**src/design/lcwd_pkg.sv**
```systemverilog
// Package for the line crossing window detector.
// Widths, register indexes, reset values and the structs passed between modules.
// No dependencies.
package lcwd_pkg;

    localparam int WINDOW     = 5;
    localparam int TIME_W     = 32;
    localparam int ONES_W     = 6;
    localparam int TOTAL_W    = 16;
    localparam int THR_W      = 6;
    localparam int HOLD_W     = 16;
    localparam int CFG_IDX_W  = 1;
    localparam int CFG_DATA_W = 16;
    localparam int S_DATA_W   = 40;
    localparam int M_DATA_W   = 40;

    localparam logic [CFG_IDX_W-1:0] REG_HIT_THRESHOLD = 1'b0;
    localparam logic [CFG_IDX_W-1:0] REG_HOLDOFF       = 1'b1;

    localparam logic [THR_W-1:0]  THR_RESET  = 6'd3;
    localparam logic [HOLD_W-1:0] HOLD_RESET = 16'd1000;

    typedef struct packed {
        logic [THR_W-1:0]  thr;
        logic [HOLD_W-1:0] holdoff;
    } lcwd_cfg_t;

    typedef struct packed {
        logic              step;
        logic [TIME_W-1:0] now;
        logic              sample;
    } lcwd_in_t;

    typedef struct packed {
        logic               found;
        logic [TOTAL_W-1:0] total;
    } lcwd_res_t;

endpackage

```
**src/design/lcwd_cell.sv**
```systemverilog
// One cell of the sample window: holds one bit, passes it on each step.
// Depends on nothing but the clock and reset.
module lcwd_cell (
    input  logic aclk,
    input  logic aresetn,
    input  logic step,
    input  logic clear,
    input  logic d_in,
    output logic q
);

    logic q_reg;
    logic q_next;

    always_comb begin
        q_next = q_reg;
        if (step) begin
            q_next = clear ? 1'b0 : d_in;
        end
    end

    always_ff @(posedge aclk) begin
        if (!aresetn) begin
            q_reg <= 1'b0;
        end else begin
            q_reg <= q_next;
        end
    end

    assign q = q_reg;

endmodule

```
**src/design/lcwd_chan.sv**
```systemverilog
// One detector channel: a chain of window cells, ones count, hold-off and total.
// Depends on lcwd_pkg and lcwd_cell.
module lcwd_chan (
    input  logic                aclk,
    input  logic                aresetn,
    input  lcwd_pkg::lcwd_cfg_t cfg,
    input  lcwd_pkg::lcwd_in_t  in,
    output lcwd_pkg::lcwd_res_t res
);

    logic [lcwd_pkg::WINDOW-1:0]  win;
    logic [lcwd_pkg::WINDOW-1:0]  cell_d;
    logic [lcwd_pkg::ONES_W-1:0]  ones_reg, ones_next, ones_shift;
    logic                         ready_reg, ready_next;
    logic [lcwd_pkg::TIME_W-1:0]  start_reg, start_next;
    logic [lcwd_pkg::TOTAL_W-1:0] total_reg, total_next;
    logic [lcwd_pkg::TIME_W-1:0]  elapsed;
    logic                         entered;
    logic                         dropped;
    logic                         found;

    assign entered = ready_reg & in.sample;
    assign dropped = win[lcwd_pkg::WINDOW-1];

    // newest bit enters cell 0, each cell hands its bit to the next
    always_comb begin
        cell_d[0] = entered;
        for (int i = 1; i < lcwd_pkg::WINDOW; i++) begin
            cell_d[i] = win[i-1];
        end
    end

    for (genvar g = 0; g < lcwd_pkg::WINDOW; g++) begin : g_cell
        lcwd_cell u_cell (
            .aclk    (aclk),
            .aresetn (aresetn),
            .step    (in.step),
            .clear   (found),
            .d_in    (cell_d[g]),
            .q       (win[g])
        );
    end

    assign ones_shift = ones_reg + {{(lcwd_pkg::ONES_W-1){1'b0}}, entered}
                                 - {{(lcwd_pkg::ONES_W-1){1'b0}}, dropped};
    assign found   = (ones_shift == cfg.thr);
    assign elapsed = in.now - start_reg;

    always_comb begin
        ones_next  = ones_shift;
        ready_next = ready_reg;
        start_next = start_reg;
        total_next = total_reg;
        if (elapsed > {{(lcwd_pkg::TIME_W-lcwd_pkg::HOLD_W){1'b0}}, cfg.holdoff}) begin
            ready_next = 1'b1;
        end
        if (found) begin
            ones_next  = '0;
            ready_next = 1'b0;
            start_next = in.now;
            if (total_reg != {lcwd_pkg::TOTAL_W{1'b1}}) begin
                total_next = total_reg + 1'b1;
            end
        end
    end

    always_ff @(posedge aclk) begin
        if (!aresetn) begin
            ones_reg  <= '0;
            ready_reg <= 1'b1;
            start_reg <= '0;
            total_reg <= '0;
        end else if (in.step) begin
            ones_reg  <= ones_next;
            ready_reg <= ready_next;
            start_reg <= start_next;
            total_reg <= total_next;
        end
    end

    assign res.found = found;
    assign res.total = total_next;

    a_ones_tracks_window: assert property (@(posedge aclk) disable iff (!aresetn)
        $countones(win) == 32'(ones_reg))
        else $error("ones count does not match window contents");

    a_found_clears: assert property (@(posedge aclk) disable iff (!aresetn)
        in.step && found |=> ones_reg == '0 && !ready_reg && win == '0)
        else $error("detection did not clear window and ready");

    a_total_grows: assert property (@(posedge aclk) disable iff (!aresetn)
        in.step && found && total_reg != {lcwd_pkg::TOTAL_W{1'b1}}
        |=> total_reg == $past(total_reg) + 1'b1)
        else $error("total did not advance on detection");

endmodule

```
**src/design/line_crossing_window_detector_unit.sv**
```systemverilog
// Line crossing window detector, top level.
// Config registers, two lcwd_chan channels and the output register with skid stage.
// Depends on lcwd_pkg, lcwd_chan.
//
// Usage: one sample transaction on s_ (timestamp plus left and right sensor
// bits) gives exactly one result transaction on m_ (found flags and running
// totals per channel). Both channels update in the cycle the sample is taken;
// each holds its window as a chain of one-bit cells that shift by one per
// sample, so the ones count, hold-off test and detection all finish in that
// cycle.
// Output: the result is registered, in the skid stage if the output register is held.
// Throughput: one sample per cycle, sustained while m_tready stays high.
// Stall: an output register plus a one-entry skid stage; s_tready drops only
// when both hold results, and no result is lost or repeated.
// Reset (aresetn low, synchronous): windows, counts and totals clear, both
// channels come up ready, registers return to threshold 3 and hold-off 1000.
// Config: cfg_we writes cfg_wdata to register cfg_index (0 threshold,
// 1 hold-off); write only while no transaction is in flight.
module line_crossing_window_detector_unit (
    input  logic                                aclk,
    input  logic                                aresetn,
    input  logic                                s_tvalid,
    output logic                                s_tready,
    // [31:0] now_ms, [32] left_bit, [33] right_bit, [39:34] zero
    input  logic [lcwd_pkg::S_DATA_W-1:0]       s_tdata,
    output logic                                m_tvalid,
    input  logic                                m_tready,
    // [0] left_found, [1] right_found, [17:2] left_total, [33:18] right_total,
    // [39:34] zero
    output logic [lcwd_pkg::M_DATA_W-1:0]       m_tdata,
    input  logic                                cfg_we,
    input  logic [lcwd_pkg::CFG_IDX_W-1:0]      cfg_index,
    input  logic [lcwd_pkg::CFG_DATA_W-1:0]     cfg_wdata
);

    lcwd_pkg::lcwd_cfg_t cfg_reg, cfg_next;
    lcwd_pkg::lcwd_in_t  left_in, right_in;
    lcwd_pkg::lcwd_res_t left_res, right_res;

    logic                          accept;
    logic                          pop;
    logic [lcwd_pkg::M_DATA_W-1:0] new_data;
    logic                          out_valid_reg, out_valid_next;
    logic [lcwd_pkg::M_DATA_W-1:0] out_data_reg, out_data_next;
    logic                          skid_valid_reg, skid_valid_next;
    logic [lcwd_pkg::M_DATA_W-1:0] skid_data_reg, skid_data_next;

    always_comb begin
        cfg_next = cfg_reg;
        if (cfg_we) begin
            case (cfg_index)
                lcwd_pkg::REG_HIT_THRESHOLD: cfg_next.thr     = cfg_wdata[lcwd_pkg::THR_W-1:0];
                lcwd_pkg::REG_HOLDOFF:       cfg_next.holdoff = cfg_wdata[lcwd_pkg::HOLD_W-1:0];
                default:                     cfg_next = cfg_reg;
            endcase
        end
    end

    always_ff @(posedge aclk) begin
        if (!aresetn) begin
            cfg_reg.thr     <= lcwd_pkg::THR_RESET;
            cfg_reg.holdoff <= lcwd_pkg::HOLD_RESET;
        end else begin
            cfg_reg <= cfg_next;
        end
    end

    assign s_tready = !skid_valid_reg;
    assign accept   = s_tvalid && s_tready;
    assign pop      = out_valid_reg && m_tready;

    assign left_in.step    = accept;
    assign left_in.now     = s_tdata[31:0];
    assign left_in.sample  = s_tdata[32];
    assign right_in.step   = accept;
    assign right_in.now    = s_tdata[31:0];
    assign right_in.sample = s_tdata[33];

    lcwd_chan u_left (
        .aclk    (aclk),
        .aresetn (aresetn),
        .cfg     (cfg_reg),
        .in      (left_in),
        .res     (left_res)
    );

    lcwd_chan u_right (
        .aclk    (aclk),
        .aresetn (aresetn),
        .cfg     (cfg_reg),
        .in      (right_in),
        .res     (right_res)
    );

    assign new_data = {6'b0, right_res.total, left_res.total,
                       right_res.found, left_res.found};

    always_comb begin
        out_valid_next  = out_valid_reg;
        out_data_next   = out_data_reg;
        skid_valid_next = skid_valid_reg;
        skid_data_next  = skid_data_reg;
        if (skid_valid_reg) begin
            if (pop) begin
                out_data_next   = skid_data_reg;
                skid_valid_next = 1'b0;
            end
        end else if (accept) begin
            if (!out_valid_reg || pop) begin
                out_valid_next = 1'b1;
                out_data_next  = new_data;
            end else begin
                skid_valid_next = 1'b1;
                skid_data_next  = new_data;
            end
        end else if (pop) begin
            out_valid_next = 1'b0;
        end
    end

    always_ff @(posedge aclk) begin
        if (!aresetn) begin
            out_valid_reg  <= 1'b0;
            skid_valid_reg <= 1'b0;
        end else begin
            out_valid_reg  <= out_valid_next;
            skid_valid_reg <= skid_valid_next;
        end
        out_data_reg  <= out_data_next;
        skid_data_reg <= skid_data_next;
    end

    assign m_tvalid = out_valid_reg;
    assign m_tdata  = out_data_reg;

    a_skid_implies_out: assert property (@(posedge aclk) disable iff (!aresetn)
        skid_valid_reg |-> out_valid_reg)
        else $error("skid holds a result while output register is empty");

    a_found_has_total: assert property (@(posedge aclk) disable iff (!aresetn)
        out_valid_reg && out_data_reg[0] |-> out_data_reg[17:2] != '0)
        else $error("left crossing reported with zero total");

    a_stall_holds: assert property (@(posedge aclk) disable iff (!aresetn)
        out_valid_reg && !m_tready |=> out_valid_reg && $stable(out_data_reg))
        else $error("stalled result changed");

endmodule
```
**config.mk**
```make
export PLATFORM = sky130hd
export DESIGN_NAME = line_crossing_window_detector_unit
export DESIGN_NICKNAME = d
export VERILOG_FILES = /design/src/design/lcwd_pkg.sv /design/src/design/lcwd_cell.sv /design/src/design/lcwd_chan.sv /design/src/design/line_crossing_window_detector_unit.sv
export SDC_FILE = /design/constraint.sdc
export NUM_CORES = 1
export LEC_CHECK = 0
export BUFFER_PORTS_ARGS = -buffer_cell sky130_fd_sc_hd__buf_4
export CORE_MARGIN = 5
export CORE_UTILIZATION = 60
export CTS_CLUSTER_DIAMETER = 80
export DETAILED_ROUTE_END_ITERATION = 7
export PLACE_DENSITY = 0.78
export SETUP_SLACK_MARGIN = 0.2
export SLEW_MARGIN = 40
export SYNTH_ARGS = -nofsm -noshare
export SYNTH_HDL_FRONTEND = slang
export SYNTH_SLANG_ARGS = --single-unit
```
**constraint.sdc**
```tcl
create_clock -name aclk -period 5.3 [get_ports aclk]
set_input_delay 1.06 -clock aclk [delete_from_list [all_inputs] [get_ports aclk]]
set_output_delay 1.06 -clock aclk [all_outputs]
set_load 0.01 [all_outputs]
```
==> out/qor.txt, run 1 <==
Power Density - 287.0 nW/um^2
Yosys warnings - 0
Post-DP HPWL - 25.44 mm
Ant. Diodes - 0
Final Hold Viols - 0
status - completed
Synth area leader - dfxtp_1
Levels on crit path - 19
startpoint type of the worst setup path - input pin
Fill cells - 1840
Mapped Cells - 1695
synthesis-stage register bit count - 212
DIE WIDTH - 162.5 um
Setup Fix Bufs, Post-CTS - 0
Total Neg Setup Slack - 0 ns
Post-synth top cells - nand2_1, a21oi_1, dfxtp_1
first-pass GRT wire length - 56.24 mm
Post-synth EDFFs - 68
Final period util - 0.9256
critical path peak fanout - 3
Yosys cell types - 80
vias in the first global route - 11690
CP bufs+invs - 1
die area - 26390 um^2
RSZ-0062 raised after global routing - no
hold path depth - 2
DR vias/cell - 5.802
synthesized area - 13940 um^2
CTS tree - yes
max_cap viols - 0
Synth top area share - 0.2067
critical path class - in -> reg
Syn Area/Cell - 8.227 um^2
Slew Limit Fails - 0
sequential area share after synthesis - 0.3532
DR WL/cell - 16.30 um
TritonCTS Buffers - 24
Routed WL - 34.25 mm
Max H-tree Level - 1
Worst Skew - 0.01023 ns
Overflow after GRT - 0
Critical-path top delay cell - or4_1
synth top area cells - dfxtp_1, edfxtp_1, ha_1
count leader, synth - nand2_1
FMAX - 203.9 MHz
Worst-path clk slew - 0.06 ns
I/O pin cnt - 104
slowest cell delay on critical path - 0.57 ns
Leak Pwr - 6.001 nW
Port Buffers - 91
Critical Path Sink Type - flip-flop
Post-DP Area - 14950 um^2
Slew headroom - 0.5040
root buffer cell - clkbuf_16
Hold Crit Class - reg -> reg
worst vdd ir - 0.2304 mV
total power draw - 4.531 mW
post-route cell area - 15780 um^2
Final min period - 4.905 ns
actual slew at the worst max-slew pin - 0.7439 ns
clock tree buffer depth - 3
cts hold-fix bufs - 0
share of layout cells above drive strength 1 - 0.1292
worst path cell trace - buf_4 > ha_1 > a21o_1 > a31o_2 > o21a_1 > o21ai_0 > a21oi_1 > a21o_1 > a21oi_1 > xnor2_1 > ha_1 > nand4_1 > nor4_2 > a2111oi_0 > or4_1 > a211oi_1 > nand4_1 > a2111oi_2 > a21oi_1
Critical Path RT - 5.69 ns
final setup fails - 0
vias - 12190
Placer Congestion - 0.9567
Routed Antenna Nets - 0
latest clock arrival within the worst-skew pair - 0.53 ns
ys flop type - dfxtp_1
core box area - 22780 um^2
DR iter-0 viols - 725
row cnt - 55
Total GRT Usage - 0.2526
worst reg-to-reg setup slack - 0.70 ns
r2r worst-path depth - 19
layout net count - 1944
Starting Density - 0.6122
DR pass1 iterations - 5
critical path's top delay family - compound AO/OA/AOI/OAI gates
ys async rst share - 0
WP data arrival - 5.29 ns
post-CTS sizing - 0
area grow syn2layout - 13.19%
DRC - 0
clock sinks - 212
pin count of the biggest net entering global routing - 95
CP most frequent cell - a21oi_1
die height - 162.5 um
initial antenna violation count - 0
cells by family after synthesis:
logic type                 share of synthesized area
AOI/OAI and AO/OA                             0.1755
xor gates and xnor gates                     0.06362
adders and majority gates                     0.1026
buffers and inverters                        0.05680
DFF                                           0.3532
muxes                                        0.03751
other                                      0.0002689
and+or+nand+nor                               0.2105
metrics by stage:
stage          cells    util  hold WS, ns  worst slack [ns]
3_3_place_gp    2056  0.6556       0.4393           0.03640
4_1_cts         2101  0.6927       0.4530            0.4400
3_5_place_dp    2057  0.6565       0.4451           -0.1083
5_1_grt         2101  0.6929       0.4710            0.2107
2_1_floorplan   1700       -       0.4319            0.4303
6_report        2101  0.6929       0.4501            0.3945
worst paths after layout:
check / startpoint / end
worst max-delay path: s_tdata[4] / u_right.ready_reg
worst min-delay path: u_left.g_cell[0].u_cell.q / u_left.g_cell[0].u_cell.q
worst max register to register: u_right.start_reg[4] / u_right.ready_reg
worst min register to register: u_left.g_cell[0].u_cell.q / u_left.g_cell[0].u_cell.q
cells in the final DEF, fill, tap and decap left out, types with 14 or more instances in the layout:
cell type / count
nand2_1: 282
clkbuf_16: 24
xnor2_1: 63
dfxtp_1: 144
and3_1: 23
a211oi_1: 14
a21oi_1: 181
o211ai_1: 21
buf_4: 117
nand3_1: 57
a21o_1: 25
edfxtp_1: 68
nand4_1: 22
o21ai_0: 53
nor3_1: 46
nor2_1: 105
mux2_2: 34
xor2_1: 33
and2_1: 14
inv_1: 121
ha_1: 108
o21a_1: 21
worst min-delay path, stage by stage (launching register included):
cell	delay [ns]
dfxtp_1	0.31
nand2_1	0.05
a21oi_1	0.05
metal layers:
layer | GRT usage | vias to the layer above | part of all wire
met3 | 0.02860 | 68 | 0.045
li1 | - | 6102 | -
met1 | 0.3258 | 5688 | 0.44
met5 | 0 | - | 0
met4 | 0.07536 | 0 | 0.028
met2 | 0.4464 | 333 | 0.48
where the power goes:
part           total (mW)  internal, mW  switching (mW)
Sequential           1.79          1.75          0.0381
Clock                1.71          1.02           0.686
Combinational        1.03         0.428           0.601
Total                4.53          3.21            1.32
cell type report:
class | instances | area, um^2 | share of cell area
Multi-Input combinational cell | 1290 | 8275 | 0.5243
Sequential cell | 212 | 4925 | 0.3120
Timing Repair Buffer | 119 | 904.6 | 0.05731
Clock buffer | 29 | 649.4 | 0.04114
Inverter | 123 | 464.2 | 0.02941
Tap cell | 313 | 391.6 | 0.02481
Clock inverter | 15 | 173.9 | 0.01102
Note: power is estimated with default switching activity, not from simulation.
==> inputs of run 2 (changes only) <==
--- a/config.mk
+++ b/config.mk
@@ -6,8 +6,10 @@
 export NUM_CORES = 1
 export LEC_CHECK = 0
 export BUFFER_PORTS_ARGS = -buffer_cell sky130_fd_sc_hd__buf_4
+export CELL_PAD_IN_SITES_DETAIL_PLACEMENT = 0
+export CELL_PAD_IN_SITES_GLOBAL_PLACEMENT = 1
 export CORE_MARGIN = 5
-export CORE_UTILIZATION = 60
+export CORE_UTILIZATION = 46
 export CTS_CLUSTER_DIAMETER = 80
 export DETAILED_ROUTE_END_ITERATION = 7
 export PLACE_DENSITY = 0.78
==> run 2 against run 1 <==
Hold slack improved by 0.00053 ns; first-iteration DRC count up 3.6%; register-to-register slack improved by 0.18 ns; utilization down 16 points; largest power group unchanged; largest cell class unchanged.
==> out/qor.txt, run 2 (synthesis results as in run 1) <==
status - completed
die area - 33900 um^2
Final period util - 0.8998
initial antenna violation count - 0
Most Crowded Layer GR - met2
die height - 184.1 um
DR pass1 iterations - 5
Final min period - 4.769 ns
Max H-tree Level - 1
share of layout cells above drive strength 1 - 0.1341
Leak Pwr - 6.060 nW
met2 GRT Util - 0.3463
actual slew at the worst max-slew pin - 0.7244 ns
Total GRT Usage - 0.2040
DR iter-0 viols - 751
area grow syn2layout - 14.53%
Overflow after GRT - 0
Post-DP HPWL - 26.52 mm
row cnt - 63
Port Buffers - 91
Critical Path RT - 5.68 ns
Worst-path clk slew - 0.06 ns
Critical Path Sink Type - flip-flop
Total Neg Setup Slack - 0 ns
TritonCTS Buffers - 25
DIE WIDTH - 184.1 um
Starting Density - 0.4680
Power Density - 283.9 nW/um^2
worst vdd ir - 0.2169 mV
critical path class - in -> reg
core box area - 29800 um^2
root buffer cell - clkbuf_16
clock tree buffer depth - 3
vias - 11960
clock sinks - 212
first-pass GRT wire length - 57.93 mm
most frequent cells in the layout - nand2_1, a21oi_1, dfxtp_1
RSZ-0062 raised after global routing - yes
Slew Limit Fails - 0
Setup Fix Bufs, Post-CTS - 0
final setup fails - 0
Slew headroom - 0.5046
grt met1 use - 0.2802
cts hold-fix bufs - 0
startpoint type of the worst setup path - input pin
FMAX - 209.7 MHz
total power draw - 4.535 mW
DR vias/cell - 5.467
Worst Skew - 0.01679 ns
Routed WL - 35.25 mm
Ant. Diodes - 0
Routed Antenna Nets - 0
pin count of the biggest net entering global routing - 92
critical path peak fanout - 3
met3 usage - 0.02092
Placer Congestion - 0.8689
latest clock arrival within the worst-skew pair - 0.52 ns
layout net count - 1954
vias in the first global route - 11360
Final Hold Viols - 0
I/O pin cnt - 104
Fill cells - 2886
CTS tree - yes
Hold Crit Class - reg -> reg
max_cap viols - 0
DR WL/cell - 16.12 um
Hold WS - 0.4507 ns
WP data arrival - 5.15 ns
DRC - 0
Final Util - 0.5360
commonest non-fill, non-tap cell in the layout - nand2_1
-- run 2: changes by cell type in the layout (fill, tap and decap cells not counted), sizes merged --
cell and change:
clkbuf +3, clkinvlp -2, clkinv -1, buf +9, inv +1, bufinv -1
-- run 2: layer usage --
metal | wire length (um) | vias to the layer above
met5 | 0 | -
met4 | 807 | 0
met3 | 1516 | 53
met2 | 16400 | 258
met1 | 16520 | 5526
li1 | - | 6119
-- run 2: report_power, final --
| group | leakage, nW | switching (mW) | internal (mW) |
|---|---|---|---|
| Sequential | 1.79 | 0.0377 | 1.75 |
| Combinational | 3.86 | 0.598 | 0.434 |
| Clock | 0.409 | 0.678 | 1.03 |
| Total | 6.06 | 1.31 | 3.22 |
-- run 2: critical path, cell delays in order --
cell,delay (ns)
buf_4,0.09
inv_1,0.05
ha_1,0.23
fa_1,0.41
nor2b_1,0.20
o2111ai_1,0.20
a21oi_1,0.30
nor2b_1,0.13
o21ai_0,0.24
xor2_1,0.10
ha_1,0.28
nand4_1,0.15
nor4_2,0.34
a2111oi_0,0.14
or4_1,0.54
a211oi_1,0.19
nand4_1,0.17
a2111oi_2,0.23
a21oi_1,0.10
-- run 2: repair_timing --
action	4_1_cts	5_1_grt
hold endpoints to repair	0	0
setup endpoints to repair	0	2
resized for setup	0	3
-- run 2: layout make-up --
class | count | area, um^2 | share of cell area
clock buffers | 32 | 704.4 | 0.04411
inverters | 123 | 464.2 | 0.02907
well taps | 390 | 488.0 | 0.03055
flip-flops and latches | 212 | 4925 | 0.3084
repair buffers | 128 | 984.7 | 0.06166
clock inverters | 12 | 121.4 | 0.007599
multi-input cells | 1290 | 8283 | 0.5186
-- run 2: final timing paths --
path	cells past startpoint	from	end	slack [ns]
worst min-delay path	2	u_left.ones_reg[0]	u_left.ones_reg[0]	0.45
worst max-delay path	19	s_tdata[0]	u_right.ready_reg	0.53
worst max register to register	20	u_left.start_reg[1]	u_left.ready_reg	0.88
worst min register to register	2	u_left.ones_reg[0]	u_left.ones_reg[0]	0.45
-- run 2: metrics by stage --
step | instances | setup slack [ns] | cell area [um^2]
floorplan | 1700 | 0.4303 | 13960
global placement | 2142 | -0.001779 | 15110
detailed placement | 2143 | -0.1124 | 15130
CTS | 2187 | 0.4257 | 15960
global route | 2187 | 0.1621 | 15970
finish | 2187 | 0.5313 | 15970
